--- src/hw/rtl/oahs_queue.sv ---
// ----------------------------------------------------------------------------
// oahs_queue
// Small request queue between the front end and the probe engine.
// ----------------------------------------------------------------------------
`default_nettype none

module oahs_queue #(
    parameter int WIDTH = 8,
    parameter int DEPTH = 2
) (
    input  wire logic             i_clk,
    input  wire logic             i_rst_n,
    input  wire logic             i_push,
    input  wire logic [WIDTH-1:0] i_data,
    output logic                  o_full,
    input  wire logic             i_pop,
    output logic                  o_valid,
    output logic [WIDTH-1:0]      o_data
);

    localparam int AW = (DEPTH > 1) ? $clog2(DEPTH) : 1;
    localparam int CW = $clog2(DEPTH + 1);

    logic [WIDTH-1:0] r_mem [DEPTH];
    logic [AW-1:0]    r_wptr;
    logic [AW-1:0]    r_rptr;
    logic [CW-1:0]    r_count;
    logic             do_push;
    logic             do_pop;

    assign o_full  = (r_count == CW'(DEPTH));
    assign o_valid = (r_count != '0);
    assign o_data  = r_mem[r_rptr];
    assign do_push = i_push && !o_full;
    assign do_pop  = i_pop && o_valid;

    always_ff @(posedge i_clk) begin
        if (do_push) begin
            r_mem[r_wptr] <= i_data;
        end
    end

    always_ff @(posedge i_clk) begin
        if (!i_rst_n) begin
            r_wptr  <= '0;
            r_rptr  <= '0;
            r_count <= '0;
        end else begin
            if (do_push) begin
                r_wptr <= (r_wptr == AW'(DEPTH - 1)) ? '0 : r_wptr + AW'(1);
            end
            if (do_pop) begin
                r_rptr <= (r_rptr == AW'(DEPTH - 1)) ? '0 : r_rptr + AW'(1);
            end
            case ({do_push, do_pop})
                2'b10:   r_count <= r_count + CW'(1);
                2'b01:   r_count <= r_count - CW'(1);
                default: r_count <= r_count;
            endcase
        end
    end

endmodule

`default_nettype wire

--- config.mk ---
export PLATFORM = sky130hd
export DESIGN_NAME = oahs_queue
export DESIGN_NICKNAME = d
export VERILOG_FILES = /design/src/hw/rtl/oahs_queue.sv
export SDC_FILE = /design/constraint.sdc
export NUM_CORES = 1
export LEC_CHECK = 0
export ABC_AREA = 1
export BUFFER_PORTS_ARGS = -buffer_cell sky130_fd_sc_hd__buf_4
export CAP_MARGIN = 20
export CORE_UTILIZATION = 38
export CTS_BUF_LIST = sky130_fd_sc_hd__clkbuf_4
export CTS_CLUSTER_SIZE = 24
export DETAILED_ROUTE_END_ITERATION = 12
export GPL_TIMING_DRIVEN = 0
export SYNTH_ARGS = -nofsm -noshare
export SYNTH_HDL_FRONTEND = slang
export SYNTH_SLANG_ARGS = --single-unit
--- constraint.sdc ---
create_clock -name i_clk -period 1.4 [get_ports i_clk]
set_clock_uncertainty 0.05 [all_clocks]
set_input_delay 0.07 -clock i_clk [delete_from_list [all_inputs] [get_ports i_clk]]
set_output_delay 0.07 -clock i_clk [all_outputs]
set_load 0.01 [all_outputs]
; ---- Word level (Yosys, flattened, before mapping)
; Memory sizes are Yosys's and may differ from the RTL's. A register that Yosys moved wholly into a read port is not among the register bits.
; Index checks and enable logic that the tools add are counted.
[classes]
n_addsub = 4
n_eq_ne = 3
mux = 7
reduce_logical = 5
[op_table]
columns = operator, count
row1 = $mux 1, 6
row2 = $eq 2x2->1 const B, 2
row3 = $pmux 2 s2, 1
row4 = $reduce_bool 2->1, 2
row5 = $add 1x1->1 const B, 2
row6 = $add 2x1->2 const B, 1
row7 = $eq 2x1->1 const B, 1
row8 = $logic_and 1x1->1, 2
row9 = $sub 2x1->2 const B, 1
row10 = $logic_not 1->1, 1
[word_totals]
register_bits = 4
ramBits = 16
inputBits = 12
output_inout_bits = 10
word_cells = 23
n_memories = 1
[memory_table]
columns = name, depth, word_bits, read_ports, rd_clocked_by_memory_dff, wr, line
row1 = r_mem, 2, 8, 1, 1, 1, 24  ; logic [WIDTH-1:0] r_mem [DEPTH];

; ---- Longest topological paths before layout
; Gate-level depths: netlist (run 1).
[depth]
word_depth = 5
ltp_mapped = 10
depth_no_buf = 10

; ---- Worst setup path after synthesis (run 1)
; No wires, ideal clock.
[synth_path]
path_type = register -> register
start = register r_count[0]
end = memory r_mem[0][0] (enable)
setup_ns = 0.370
t_arrival_ns = 1.013
required_time_ns = 0.980
slack_ns = -0.034
stages_incl_launch_ff = 5
path_buffers = 0
period_less_slack_ns = 1.434
cell_sequence = dfxtp_1 nor2_4 nor2_4 inv_2 nor2_1
[synth_via]
elab_chain_len = 5
[synth_lines]
columns = element, line
row1 = start: declaration, 27  ; logic [CW-1:0] r_count;
row2 = start signal: assignment, 56  ; 2'b10: r_count <= r_count + CW'(1);
row3 = start signal: assignment, 57  ; 2'b01: r_count <= r_count - CW'(1);
row4 = start signal: assignment, 58  ; default: r_count <= r_count;
row5 = $eq 2x2->1, 31  ; assign o_full = (r_count == CW'(DEPTH));
row6 = named net o_full, 15  ; output logic o_full,
row7 = $logic_not 1->1, 34  ; assign do_push = i_push && !o_full;
row8 = $logic_and 1x1->1, 34
row9 = $mux 1, 38  ; if (do_push) begin
row10 = $mux 1 (implied by the code), 39  ; r_mem[r_wptr] <= i_data;
row11 = end: declaration, 24
; The timed path passes the listed nets, and every way through them passes these cells.

; ---- Worst setup path in the final report (run 1)
[layout_path]
start = register r_count[1]
end = register r_count[1]
[layout_via]
elab_chain_len = 5
word_cells_on_any_way = 11
classes_between = 2 x add/sub / 3 x eq/ne / 1 x mux / 5 x reduce/logical
[layout_lines]
columns = element, line
row1 = $eq 2x2->1, 31
row2 = $logic_not 1->1, 34
row3 = $logic_and 1x1->1, 34
row4 = $eq 2x1->1 / $eq 2x2->1 (equally long branches), 55  ; case ({do_push, do_pop})
row5 = $pmux 2 s2 / $reduce_bool 2->1 (equally long branches), n/a
; Several ways; a longest one is shown, not always the timed one.
; A chain may end at the register's enable or synchronous reset.

==> impl_metrics.tcl, run 1 <==
set metrics [dict create \
    core-area_um2 2020 \
    rows 16 \
    drtIter0Drc 15 \
    clkTransAtPathRegs_ps 110 \
    cts.sinks 21 \
    layout_commonest_cell "buf_4" \
    tightest_slew_ps 350 \
    syn_avg_cell_area_um2 13.4 \
    p_per_area_nw_per_um2 1380 \
    antenna_found_initial 0 \
    critPathArrivalTime_ps 1490 \
    syn_nets 76 \
    crit_fanout 4 \
    grt_setup_unrepaired "true" \
    critical_path_required_ps 1540 \
    dieWidth_um 49.1 \
    cpMostUsedCell "inv_2" \
    io_buffers 21 \
    outcome "complete, no violations" \
    fmax_ghz 0.742 \
    ys_top_cells_by_area "edfxtp_1, dfxtp_1, mux2_2, nor2_1, nor2_4" \
    htreeDepth 1 \
    finalSetupTns_ps 0 \
    worstSetupPathType "reg -> reg" \
    yosys_warnings 0 \
    antennaDiodeCount 0 \
    maxSlewViolCount 0 \
    cts_buffer_depth 2 \
    grt_usage 0.120 \
    multiInputGateArea_um2 287 \
    cts-root-buf "clkbuf_4" \
    gp_congestion 0.710 \
    nFillCells 173 \
    fin_crit_ps 1350 \
    final_antenna_net_count 0 \
    hp-class "in -> reg" \
    initial_core_util 0.417 \
    endpoint_kind "flop" \
    drc 0 \
    wl_per_cell_um 10.9 \
    syn_inst 63 \
    final_core_util 0.609 \
    finalHoldViolCount 0 \
    hpwl_um 852 \
    crit_path_start_kind "flop" \
    insertion_delay_ps 280 \
    grt_first_pass_wirelength_um 2140 \
    area_growth_pct 46.0 \
    maxSlewHeadroom 0.766 \
    grt_pass1_vias 553 \
    wl_met1_um 604 \
    final_cell_mix "buf_4, edfxtp_1, dlygate4sd3_1, mux2_4, nor2_1" \
    vias 541 \
    drtPass1Iterations 4 \
    path_cells "inv_2 > nor2_4 > nor2_4 > inv_2 > ha_4 > inv_2 > nand2_2 > nor2_2 > nor2_1 > nor2_1" \
    die_area_um2 2410 \
    max_cap_violations 0 \
    ys_seq_area_frac 0.688 \
    layout-drive-gt1-share 0.531 \
    highest_layer "met4" \
    ys_ff_latch 21 \
    synth_top_area_share 0.570 \
    cp_slowest_stage_delay_ps 360 \
    peakVddDrop_v 0.000769 \
    cts_made_buffers 3 \
    via_per_inst 4.33 \
    syn_area_um2 843 \
    cts_tree "built" \
    die_h_um 49.1 \
    grt_max_degree 12 \
    wl_met3_um 38 \
    final.period_utilization 0.963 \
    pin_count 22 \
    grt_overflow 0 \
    nets 112 \
    setup_viol 0 \
    seqCellArea_um2 584 \
    cp_slowest_cell "dfxtp_2" \
    ys_types 17 \
    p_leak_nw 0.514 \
    routed_wl_um 1360 \
    synth_top_area_cell "edfxtp_1" \
    route.met2.wl_um 706 \
]
-- Yosys cell counts, drive strengths merged --
library cell and count:
buf 1, o21ai 1, nor2 12, nand2 8, dfxtp 5, nand4 1
nand3 1, ha 1, edfxtp 16, inv 7, a21oi 1, mux2 8
o21a 1
-- cells by family (layout without fill, tap and decap cells) --
| kind of cell | after synthesis | in the layout | share of synthesized area |
|---|---|---|---|
| adder cells (fa/ha/maj) | 1 | 1 | 0.0148 |
| flip-flops | 21 | 21 | 0.688 |
| AND/OR/NAND/NOR | 22 | 22 | 0.132 |
| multiplexers | 8 | 8 | 0.107 |
| buffers and inverters | 8 | 43 | 0.0371 |
| AO/OA/AOI/OAI | 3 | 3 | 0.0208 |
-- worst paths after layout --
kind                                 start  depth (start not counted)          to  slack, ps
worst max-delay path            r_count[1]                         10  r_count[1]         50
worst min-delay path                 i_pop                          4        flop         30
worst max register to register  r_count[1]                         10  r_count[1]         50
worst min register to register      r_rptr                          2        flop        450
-- state kept, by name, indices dropped and copies added (netlist names), named ones only --
register / flops
r_wptr: 1
r_rptr: 1
r_count: 2
r_mem: 16
-- power by group --
group / leakage, nW / internal [mW] / switching [mW] / total [mW]
Clock: 0.0184 / 0.130 / 0.162 / 0.292
Combinational: 0.303 / 0.320 / 0.270 / 0.590
Sequential: 0.192 / 0.769 / 0.0509 / 0.820
-- through the flow --
stage	std cells	power, mW	setup slack, ps	instance area [µm²]	hold slack, ps
floorplan	63	1.11	48.7	846	119
global placement	111	1.29	-66.8	1040	205
detailed placement	111	1.29	-75.8	1040	208
CTS	124	1.63	3.44	1180	34.8
global route	125	1.80	-32.7	1230	47.0
finish	125	1.70	52.2	1230	29.8
-- metal layers --
layer / global-route usage / up-vias
met2: 0.231 / 12
li1: - / 285
met3: 0.0280 / 2
met4: 0.0441 / 0
met1: 0.123 / 242
met5: 0 / -
-- worst max-delay path, delay by kind of cell, from the launching register on --
family,cells,cell delay [ps]
flops,1,360
simple gates,6,390
buf+inv,3,190
fa+ha+maj,1,270
-- repair_timing --
item | 4_1_cts | 5_1_grt
hold buffers | 9 | 0
gates resized for setup | 5 | 15
pin swaps | 0 | 2
buffers inserted | 0 | 1
endpoints found under the hold margin | 19 | 0
setup endpoints to repair | 17 | 9
-- area by class of cell --
type                            count  share of cell area
Buffer                              1              0.0122
Clock buffer                        4              0.0244
Inverter                            7              0.0213
Multi-Input combinational cell     34               0.233
Sequential cell                    21               0.475
Tap cell                           27              0.0274
Timing Repair Buffer               31               0.207
Power figures use the tool's default switching activity.
==> run 2: changes to the inputs <==
--- a/config.mk
+++ b/config.mk
@@ -14,4 +14,5 @@
 export DETAILED_ROUTE_END_ITERATION = 12
 export GPL_TIMING_DRIVEN = 0
+export SKIP_LAST_GASP = 1
 export SYNTH_ARGS = -nofsm -noshare
 export SYNTH_HDL_FRONTEND = slang
==> constraint.sdc (replaced) <==
create_clock -name i_clk -period 1.4 [get_ports i_clk]
set_clock_uncertainty 0.05 [all_clocks]
set_input_delay 0.35 -clock i_clk [delete_from_list [all_inputs] [get_ports i_clk]]
set_output_delay 0.35 -clock i_clk [all_outputs]
set_load 0.01 [all_outputs]
==> impl_metrics.tcl, run 2 (synthesis gave the netlist of run 1 again) <==
set metrics [dict create \
    outcome "finished, violations left" \
    violations "setup timing" \
    grt_first_pass_wirelength_um 2140 \
    peakVddDrop_v 0.000769 \
    fin_crit_ps 1600 \
    layout-drive-gt1-share 0.580 \
    cts-root-buf "clkbuf_4" \
    seq_power_share 0.481 \
    grt_usage 0.119 \
    setup_viol 8 \
    via_per_inst 4.35 \
    initial_core_util 0.417 \
    layout_commonest_cell "edfxtp_1" \
    path_cells "buf_8 > mux2_4 > buf_6" \
    grt_setup_unrepaired "true" \
    io_buffers 21 \
    r2r_start "r_count[1]" \
    pin_count 22 \
    drtIter0Drc 5 \
    drc 0 \
    r2r-end "r_count[1]" \
    fmax_ghz 0.625 \
    cp_num_buf_inv 2 \
    fin_cells 115 \
    finalInstanceArea_um2 1170 \
    nFillCells 174 \
    multiInputGateArea_um2 287 \
    final.period_utilization 1.14 \
    fin_ws_ps -199 \
    wl_per_cell_um 10.7 \
    htreeDepth 1 \
    cts_tree "built" \
    grt_overflow 0 \
    largestRegisters "r_mem (16), r_count (2)" \
    largest_reg_flops 16 \
    vias 500 \
    area_growth_pct 38.7 \
    comb_power_share 0.350 \
    worstSetupPathType "reg -> out" \
    cts.sinks 21 \
    holdPathStages 1 \
    p_clk_frac 0.169 \
    holdPathEnd "r_mem[0][0]" \
    antenna_found_initial 0 \
    dieWidth_um 49.1 \
    p_leak_nw 0.483 \
    crit_fanout 8 \
    crit_family "flip-flops" \
    nets 102 \
    netSwitchingFraction 0.281 \
    cts_hold_buf 0 \
    regMostFlops "r_mem" \
    r2r_cells 10 \
    die_h_um 49.1 \
    routed_wl_um 1230 \
    seqCellArea_um2 587 \
    clkTransAtPathRegs_ps 110 \
    p_int_mw 1.23 \
    grt_max_degree 12 \
    final_cell_mix "edfxtp_1, buf_4, buf_6, mux2_4, nor2_1" \
    core-area_um2 2020 \
    die_area_um2 2410 \
    max_cap_violations 0 \
    final_antenna_net_count 0 \
    cp_slowest_stage_delay_ps 340 \
    gp_congestion 0.710 \
    insertion_delay_ps 280 \
    switchingPower_uw 480 \
    rrSetupSlack_ps 50 \
    drtPass1Iterations 3 \
    placed_cells 111 \
    cts_setup_buffers 0 \
    cts_made_buffers 3 \
    p_per_area_nw_per_um2 1460 \
    critPathArrivalTime_ps 1200 \
    tightest_slew_ps 346 \
    rows 16 \
    finalHoldViolCount 0 \
    dpl_cell_area_um2 1040 \
    antennaDiodeCount 0 \
    cp_slowest_cell "dfxtp_2" \
    critical_path_required_ps 1000 \
    hp-start "i_data[0]" \
    endpoint_kind "output port" \
    hpwl_um 852 \
    cts_buffer_depth 2 \
    crit_path_start_kind "flop" \
    maxSlewViolCount 0 \
    maxSlewHeadroom 0.769 \
    hp-class "in -> reg" \
    grt_pass1_vias 494 \
]
-- run 2: cell count changes in the layout (fill, tap and decap cells not counted), sizes merged --
cell         delta
buf             -1
dlygate4sd3     -9
-- run 2: layer usage --
layer / global-route usage / vias to the layer above / wire, µm
met2: 0.196 / 12 / 609
met4: 0.0441 / 0 / 12
li1: - / 265 / -
met1: 0.149 / 221 / 561
met3: 0.0312 / 2 / 50
met5: 0 / - / 0
-- run 2: area by class of cell --
cell class,count,area share
Tap cell,27,0.0289
Clock buffer,4,0.0257
Multi-Input combinational cell,34,0.245
Buffer,1,0.0128
Timing Repair Buffer,21,0.164
Inverter,7,0.0225
Sequential cell,21,0.502
-- run 2: how the worst max path moves through the flow --
| stage | cells past startpoint | end | slack [ps] | from |
|---|---|---|---|---|
| 4_1_cts | 3 | o_data[7] | -210 | flop |
| 5_1_grt | 3 | o_data[4] | -240 | flop |
| 6_report | 3 | o_data[0] | -200 | flop |
| 2_1_floorplan | 9 | r_count[1] | 50 | r_count[0] |
| 3_3_place_gp | 4 | r_mem[0][2] | -70 | r_count[0] |
| 3_5_place_dp | 4 | r_mem[0][3] | -80 | r_count[0] |
-- run 2: per-stage QoR --
| stage | setup WS (ps) | utilization | setup TNS, ps | power (mW) | hold WS, ps |
|---|---|---|---|---|---|
| finish | -199 | 0.579 | -1560 | 1.71 | 191 |
| global route | -245 | 0.579 | -1990 | 1.82 | 175 |
| CTS | -215 | 0.573 | -1680 | 1.70 | 185 |
| detailed placement | -75.8 | 0.513 | -649 | 1.29 | 424 |
| global placement | -66.8 | 0.513 | -568 | 1.29 | 421 |
| floorplan | 48.7 | - | 0 | 1.11 | 399 |
-- run 2: power groups by stage --
stage               combinational (mW)  sequential (mW)  clock (mW)
floorplan                        0.297            0.814           0
global placement                 0.465            0.821           0
detailed placement               0.468            0.823           0
CTS                              0.581            0.820       0.300
global route                     0.663            0.832       0.320
finish                           0.598            0.823       0.288
-- run 2: repair_timing --
action                     in CTS  in global routing
gates resized for setup        24                  5
pin swaps                       0                  2
setup endpoints to repair      19                 11
