**src/hw/rtl/oahs_pkg.sv**
```systemverilog
// ----------------------------------------------------------------------------
// oahs_pkg
// Shared types and constants of the open-addressing hash set.
// ----------------------------------------------------------------------------
`default_nettype none

package oahs_pkg;

    localparam int KEY_W         = 64;
    localparam int ACT_W         = 2;
    localparam int CNT_OUT_W     = 11;
    localparam int OUT_TDATA_W   = 24;
    localparam int MOD_STEP_BITS = 4;
    localparam int MOD_DIGITS    = KEY_W / MOD_STEP_BITS;
    localparam int MOD_DIG_W     = $clog2(MOD_DIGITS);
    localparam int APB_ADDR_W    = 4;
    localparam int APB_DATA_W    = 64;

    localparam logic [KEY_W-1:0] TOMB_MARK        = 64'hdeaddeaddeaddead;
    localparam logic [KEY_W-1:0] ZERO_SUB_DEFAULT = 64'd1;
    localparam logic [KEY_W-1:0] MARK_SUB_DEFAULT = 64'd2;

    typedef enum logic [ACT_W-1:0] {
        ACT_ADD      = 2'd0,
        ACT_REMOVE   = 2'd1,
        ACT_CONTAINS = 2'd2,
        ACT_CLEAR    = 2'd3
    } t_action;

    typedef struct packed {
        t_action            action;
        logic [KEY_W-1:0]   key;
    } t_req;

endpackage

`default_nettype wire

```
**src/hw/rtl/oahs_front.sv**
```systemverilog
// ----------------------------------------------------------------------------
// oahs_front
// Accepts requests, substitutes reserved keys and works out the home slot.
// ----------------------------------------------------------------------------
`default_nettype none

module oahs_front #(
    parameter int TABLE_SLOTS = 1024
) (
    input  wire logic                          i_clk,
    input  wire logic                          i_rst_n,
    input  wire logic                          i_init_busy,
    input  wire logic [oahs_pkg::KEY_W-1:0]    i_zero_sub,
    input  wire logic [oahs_pkg::KEY_W-1:0]    i_mark_sub,
    input  wire logic                          i_tvalid,
    output logic                               o_tready,
    input  wire logic [oahs_pkg::KEY_W-1:0]    i_key,
    input  wire logic [oahs_pkg::ACT_W-1:0]    i_action,
    output logic                               o_push,
    input  wire logic                          i_q_full,
    output oahs_pkg::t_req                     o_req,
    output logic [$clog2(TABLE_SLOTS)-1:0]     o_home
);

    localparam int IW = $clog2(TABLE_SLOTS);
    localparam bit IS_POW2 = ((TABLE_SLOTS & (TABLE_SLOTS - 1)) == 0);
    localparam logic [IW:0] SLOTS_W = (IW + 1)'(TABLE_SLOTS);
    localparam logic [oahs_pkg::MOD_DIG_W-1:0] DIG_LAST =
        oahs_pkg::MOD_DIG_W'(oahs_pkg::MOD_DIGITS - 1);

    typedef enum logic [1:0] {F_IDLE, F_MOD, F_PUSH} t_fstate;

    t_fstate                            r_state, n_state;
    oahs_pkg::t_action                  r_action, n_action;
    logic [oahs_pkg::KEY_W-1:0]         r_key, n_key;
    logic [oahs_pkg::KEY_W-1:0]         r_shift, n_shift;
    logic [IW-1:0]                      r_rem, n_rem;
    logic [oahs_pkg::MOD_DIG_W-1:0]     r_dig, n_dig;
    logic [oahs_pkg::KEY_W-1:0]         sub_key;
    logic [oahs_pkg::KEY_W-1:0]         step_shift;
    logic [IW-1:0]                      step_rem;
    logic                               accept;

    always_comb begin
        sub_key = i_key;
        if (i_key == '0) begin
            sub_key = i_zero_sub;
            if (i_zero_sub == '0 || i_zero_sub == oahs_pkg::TOMB_MARK) begin
                sub_key = oahs_pkg::ZERO_SUB_DEFAULT;
            end
        end else if (i_key == oahs_pkg::TOMB_MARK) begin
            sub_key = i_mark_sub;
            if (i_mark_sub == '0 || i_mark_sub == oahs_pkg::TOMB_MARK) begin
                sub_key = oahs_pkg::MARK_SUB_DEFAULT;
            end
        end
    end

    // four key bits a cycle, most significant key bit first
    always_comb begin
        logic [IW:0] t;
        step_rem   = r_rem;
        step_shift = r_shift;
        for (int j = 0; j < oahs_pkg::MOD_STEP_BITS; j++) begin
            t = {step_rem, step_shift[oahs_pkg::KEY_W-1]};
            step_shift = {step_shift[oahs_pkg::KEY_W-2:0], 1'b0};
            if (t >= SLOTS_W) begin
                t = t - SLOTS_W;
            end
            step_rem = t[IW-1:0];
        end
    end

    assign o_tready = (r_state == F_IDLE) && !i_init_busy;
    assign accept   = i_tvalid && o_tready;
    assign o_push   = (r_state == F_PUSH);
    assign o_req    = '{action: r_action, key: r_key};
    assign o_home   = r_rem;

    always_comb begin
        n_state  = r_state;
        n_action = r_action;
        n_key    = r_key;
        n_shift  = r_shift;
        n_rem    = r_rem;
        n_dig    = r_dig;
        case (r_state)
            F_IDLE: begin
                if (accept) begin
                    n_action = oahs_pkg::t_action'(i_action);
                    n_key    = sub_key;
                    n_dig    = '0;
                    if (IS_POW2) begin
                        n_rem   = sub_key[IW-1:0];
                        n_state = F_PUSH;
                    end else begin
                        n_rem   = '0;
                        n_shift = sub_key;
                        n_state = F_MOD;
                    end
                end
            end
            F_MOD: begin
                n_rem   = step_rem;
                n_shift = step_shift;
                n_dig   = r_dig + oahs_pkg::MOD_DIG_W'(1);
                if (r_dig == DIG_LAST) begin
                    n_state = F_PUSH;
                end
            end
            F_PUSH: begin
                if (!i_q_full) begin
                    n_state = F_IDLE;
                end
            end
            default: n_state = F_IDLE;
        endcase
    end

    always_ff @(posedge i_clk) begin
        if (!i_rst_n) begin
            r_state <= F_IDLE;
        end else begin
            r_state <= n_state;
        end
        r_action <= n_action;
        r_key    <= n_key;
        r_shift  <= n_shift;
        r_rem    <= n_rem;
        r_dig    <= n_dig;
    end

endmodule

`default_nettype wire

```
**config.mk**
```make
export PLATFORM = sky130hd
export DESIGN_NAME = oahs_front
export DESIGN_NICKNAME = d
export VERILOG_FILES = /design/src/hw/rtl/oahs_pkg.sv /design/src/hw/rtl/oahs_front.sv
export SDC_FILE = /design/constraint.sdc
export NUM_CORES = 1
export LEC_CHECK = 0
export BUFFER_PORTS_ARGS = -buffer_cell sky130_fd_sc_hd__buf_4
export CAP_MARGIN = 15
export CELL_PAD_IN_SITES_DETAIL_PLACEMENT = 1
export CELL_PAD_IN_SITES_GLOBAL_PLACEMENT = 1
export CORE_ASPECT_RATIO = 0.8
export CORE_MARGIN = 4
export CORE_UTILIZATION = 26
export CTS_CLUSTER_DIAMETER = 80
export DETAILED_ROUTE_END_ITERATION = 8
export PLACE_DENSITY = 0.74
export SKIP_CTS_REPAIR_TIMING = 1
export SLEW_MARGIN = 15
export SYNTH_ARGS = -nofsm -noshare
export SYNTH_HDL_FRONTEND = slang
export SYNTH_SLANG_ARGS = --single-unit
```
**constraint.sdc**
```tcl
create_clock -name i_clk -period 2.3 [get_ports i_clk]
set_input_delay 0.115 -clock i_clk [delete_from_list [all_inputs] [get_ports i_clk]]
set_output_delay 0.115 -clock i_clk [all_outputs]
set_load 0.01 [all_outputs]
```
# ---- Yosys cells after proc, flatten, opt, wreduce, memory -nomap -nowiden
# Index checks and enable logic that the tools add are counted.
dict set report totals {
  memories 0
  input_bits 199
  mem_bits_ro 0
  ram_bits 0
  latchBits 0
  out_inout_bits 78
  reg_bits 82
}
dict set report op_classes {
  n_reduce_logical 13
  shift 0
  mul 0
  muxes 16
  magnitude_cmp 4
  add_sub_neg 5
  n_div 0
  eq_ne 9
  n_bitwise 0
}
# cell n
set ops {}
lappend ops {{2-to-1 mux 64 bit} 4}
lappend ops {{== test 64 bit, second input constant} 3}
lappend ops {{logical NOT 64 bit} 3}
lappend ops {{2-to-1 mux 10 bit} 5}
lappend ops {{>= comparator 11 bit, second input constant} 4}
lappend ops {{subtractor 10 x 1 -> 10 bit, second input constant} 4}
lappend ops {{case mux 10 bit (2 select lines)} 1}
lappend ops {{case mux 4 bit (2 select lines)} 1}
lappend ops {{2-to-1 mux 2 bit} 3}
lappend ops {{inequality test 2 bit, second input constant} 3}
lappend ops {{case mux 2 bit (3 select lines)} 1}
lappend ops {{adder 4 x 1 -> 4 bit, second input constant} 1}
lappend ops {{== test 4 bit, second input constant} 1}
lappend ops {{2-to-1 mux 4 bit} 1}
lappend ops {{AND reduction 2 bit} 2}
lappend ops {{AND reduction 3 bit} 1}
lappend ops {{== test 2 x 1 -> 1 bit, second input constant} 1}
lappend ops {{== test 2 bit, second input constant} 1}
lappend ops {{logical AND 1 bit} 2}
lappend ops {{logical NOT 2 bit} 1}
lappend ops {{logical OR 1 bit} 2}
lappend ops {{nonzero test 2 bit} 1}
lappend ops {{logical NOT 1 bit} 1}

# ---- Longest topological paths before layout
dict set report logic_depth {
  word_depth 9
  depth_mapped 8
  ltp_nobuf 6
}

# ---- Worst setup path after synthesis
# No wires, ideal clock.
dict set report synth_timing {
  kind {register to register}
  from {register r_state[1]}
  to {register r_action[0], enable pin}
  required_time_ps 1868
  t_arrival_ps 2171
  n_path_buf 0
  setup_slack_ps -303
  synth_period_minus_slack_ps 2603
  path_stages_with_launch 3
  cell_sequence {dfxtp_1 > nor2_1 > and2_1}
}
dict set report synth_via {
  elab_chain_cells 4
}
# element line_no
set synth_lines {}
lappend synth_lines {{start, declared} oahs_front.sv:33} ;# t_fstate r_state, n_state;
lappend synth_lines {{start signal, assigned} oahs_front.sv:124} ;# r_state <= n_state;
lappend synth_lines {{logical NOT 2 bit} oahs_front.sv:74} ;# assign o_tready = (r_state == F_IDLE) && !i_init_busy;
lappend synth_lines {{logical AND 1 bit} oahs_front.sv:74}
lappend synth_lines {{net o_tready} oahs_front.sv:16} ;# output logic o_tready,
lappend synth_lines {{logical AND 1 bit} oahs_front.sv:75} ;# assign accept = i_tvalid && o_tready;
lappend synth_lines {{AND reduction 2 bit (no line)} n/a}
lappend synth_lines {{end signal, assigned} oahs_front.sv:126} ;# r_action <= n_action;
lappend synth_lines {{end, declared} oahs_front.sv:34} ;# oahs_pkg::t_action r_action, n_action;
# The timed path passes the listed nets, and every way through them passes these cells.
# A chain may end at the register's enable or synchronous reset.

# ---- Worst setup path after layout
dict set report layout_timing {
  from {input i_key[56] (netlist name)}
  to {register r_key[44] (netlist name) (data pin)}
}
dict set report layout_via {
  elab_chain_cells 3
  elab_cells_between_ends 4
  classes_between {eq/ne: 1; mux: 2; reduce/logical: 1}
}
# element line_no
set layout_lines {}
lappend layout_lines {{start, declared} oahs_front.sv:17} ;# input wire logic [oahs_pkg::KEY_W-1:0] i_key,
lappend layout_lines {{== test 64 bit} oahs_front.sv:51} ;# end else if (i_key == oahs_pkg::TOMB_MARK) begin
lappend layout_lines {{2-to-1 mux 64 bit} oahs_front.sv:51}
lappend layout_lines {{2-to-1 mux 64 bit *} oahs_front.sv:46} ;# if (i_key == '0) begin
lappend layout_lines {{net sub_key (one bit)} oahs_front.sv:39} ;# logic [oahs_pkg::KEY_W-1:0] sub_key;
lappend layout_lines {{end signal, assigned} oahs_front.sv:127} ;# r_key <= n_key;
lappend layout_lines {{end, declared} oahs_front.sv:35} ;# logic [oahs_pkg::KEY_W-1:0] r_key, n_key;
# The timed path passes the listed nets; every way through them passes the cells marked *.

==> impl_metrics.toml <==
[status]
outcome = "complete, but fails checks"
violations = "setup timing"

[route]
drtIter0Drc = 268
postRouteAntennaNets = 0
drt-wirelength-per-cell_microns = 24.1
routed_via_density = 5.52
drt_wl_total_microns = 20200
drc = 0
routed-via-count = 4620
drtPass1Iterations = 4

[hold_path]
min_path_type = "input port to flop"
worstHoldPathCells = 2
hold_start = "i_key[13]"
hold_end = "r_key[13]$_DFFE_PP_"

[yosys]
synth.yosys.warnings = 0
netlist_area_sq_um = 3760
ys_seq_elements = 67
syn-instance-count = 328
yosys.area.top_type = "edfxtp_1"
yosysTopAreaCellShare_pct = 52.7
ys_top_cells_by_count = "66 x edfxtp_1, 51 x nor4_1, 44 x o21ai_0"
ys_seq_area_share_pct = 53.2
synth.most_common_cell = "edfxtp_1"
synth_edf_count = 66
syn_avg_cell_area_sq_um = 11.5
async_reset_ff_share_pct = 0
ys_types = 29
synth-main-ff-cell = "edfxtp_1"
ys_top_cells_by_area = "edfxtp_1 53%, o2bb2ai_1 9.5%, nor4_1 8.5%, nand4_1 6.6%, o21ai_0 5.9%"
syn-num-nets = 527

[critical_path]
endpoint_kind = "flop"
rrSetupSlack_ns = 0.91
cp.arrival_ns = 2.49
rr_worst_depth = 3
r2r_end = "r_key[26]$_DFFE_PP_"
cp_max_fo = 16
start_kind = "input port"
reg2reg_from = "r_state[1]$_SDFFE_PN0P_"
worstSetupPathType = "input port to flop"
required_ns = 2.39

[clock_tree]
htree_levels = 3
cts_made_buffers = 9
worst_skew_pair.late_latency_ns = 0.35
clock-sinks = 67
clkTransAtPathRegs_ns = 0.06
clockRootBuffer = "clkbuf_16"
cts_tree = "yes"
clock_tree.buffer_depth = 2

[power_and_ir_drop]
internal_power_mw = 2.52
p_sw_mw = 0.895
p_leak_nw = 2.84
p_comb_share_pct = 20.8
clkPwrFrac_pct = 37.4
ir_worst_vdd_v = 0.000355
swShare_pct = 26.2
p_per_area_nw_per_um2 = 477
seqPwrFrac_pct = 41.8

[global_routing]
grt_max_degree = 68
grt_pass1_vias = 4761
grt_first_pass_wirelength_microns = 27500
antenna_found_initial = 0
grt_overflow = 0
grtUsageTotal_pct = 22.2

[sta]
whs_ns = 0.0501
relSlewSlack_pct = 57.0
rsz0062_at_grt = "yes"
setup_slack_ns = -0.0929
max_freq_mhz = 418
hold_violations = 0
setup_viol = 38
tns_ns = -1.31
final.min_clock_period_ns = 2.39
clock_skew_ns = 0.00670
slew_violations = 0
tightest_slew_ns = 0.639
post-route-period-util_pct = 104

[placement]
finalWeightedCongestion = 0.920
hpwl_microns = 15900
place_ws_ns = -0.491
portBuffers = 276

[final_layout]
antenna_cells = 0
layout-drive-gt1-share_pct = 60.8
syn_to_final_growth_pct = 90.4
fin_nets = 847

[floorplan]
die-area_sq_um = 16500
core_sq_um = 14200
num_rows = 39
dieWidth_microns = 143
fp.dieH_microns = 116
ios = 277
initial_utilization_pct = 26.4

[flow_run]
timing.max_cap.violations = 0
[layer usage]
metal | wire length, microns | vias up | track usage (%)
li1 | - | 2085 | -
met2 | 10200 | 207 | 37.6
met3 | 1470 | 17 | 5.16
met5 | 0 | - | 0
met4 | 279 | 0 | 6.59
met1 | 8240 | 2311 | 28.6
[kinds of logic (layout without fill, tap and decap cells)]
| logic type | Yosys count | in the layout | synth area share, % |
|---|---|---|---|
| flip-flops | 67 | 67 | 53.2 |
| buffers and inverters | 27 | 352 | 4.52 |
| AO/OA/AOI/OAI | 112 | 112 | 22.3 |
| AND/OR/NAND/NOR | 122 | 122 | 19.9 |
[worst max-delay path, stage by stage]
cell and delay, ns:
buf_6 0.09, or4_4 0.54, or4_4 0.41, or4_4 0.51
buf_4 0.16, buf_4 0.18, o21ai_0 0.37, o2bb2ai_4 0.10
[flip-flops by register name, indices dropped and copies added (netlist names)]
name / count
r_state: 1
r_action: 2
r_key: 64
[stage by stage]
| step | total power, mW | utilization (%) | std cells | instance area (sq um) |
|---|---|---|---|---|
| 2_1_floorplan | 1.59 | - | 328 | 3810 |
| 3_3_place_gp | 2.09 | 44.6 | 809 | 6360 |
| 3_5_place_dp | 2.12 | 44.6 | 809 | 6360 |
| 4_1_cts | 3.41 | 46.5 | 825 | 6630 |
| 5_1_grt | 3.55 | 50.3 | 837 | 7170 |
| 6_report | 3.42 | 50.3 | 837 | 7170 |
[final cells by class]
class / count / area, sq um
tap: 184 / 230
clock inverter: 7 / 43.8
timing repair buffer: 336 / 2710
clock buffer: 9 / 225
sequential: 67 / 2000
multi-input combinational: 234 / 1960
fill: 1582 / 7080
[worst max path at each step]
| stage | cells past startpoint | startpoint | slack, ns | end |
|---|---|---|---|---|
| final | 8 | i_key[56] | -0.09 | r_key[44]$_DFFE_PP_ |
| after global routing | 8 | i_key[56] | -0.17 | r_key[44]$_DFFE_PP_ |
| after CTS | 7 | i_key[49] | -0.12 | r_key[60]$_DFFE_PP_ |
| after detailed placement | 7 | i_key[49] | -0.49 | r_key[60]$_DFFE_PP_ |
| after global placement | 7 | i_key[49] | -0.38 | r_key[2]$_DFFE_PP_ |
| after floorplan | 7 | i_key[49] | -0.28 | r_key[10]$_DFFE_PP_ |
[power groups by stage]
| stage | Combinational [mW] | Sequential (mW) | Clock (mW) |
|---|---|---|---|
| final | 0.711 | 1.43 | 1.28 |
| after global routing | 0.755 | 1.43 | 1.36 |
| after CTS | 0.666 | 1.43 | 1.31 |
| after detailed placement | 0.664 | 1.45 | 0 |
| after global placement | 0.642 | 1.45 | 0 |
| after floorplan | 0.115 | 1.48 | 0 |
[cell usage in the layout, fill, tap and decap left out, types with 3 or more instances in the layout]
master         instances
nor4_1                50
o2bb2ai_2             34
nand3_1                4
buf_6                  5
dlygate4sd3_1          3
or4_4                  3
o21ai_1                7
o21ai_0               37
nor3_1                 6
a221o_1               19
o2bb2ai_4              7
edfxtp_1              66
buf_4                316
buf_12                 6
clkbuf_16             13
clkinv_2               3
nand2_1                5
nand4_1               40
nor2_1                 4
Note: power is estimated with default switching activity, not from simulation.
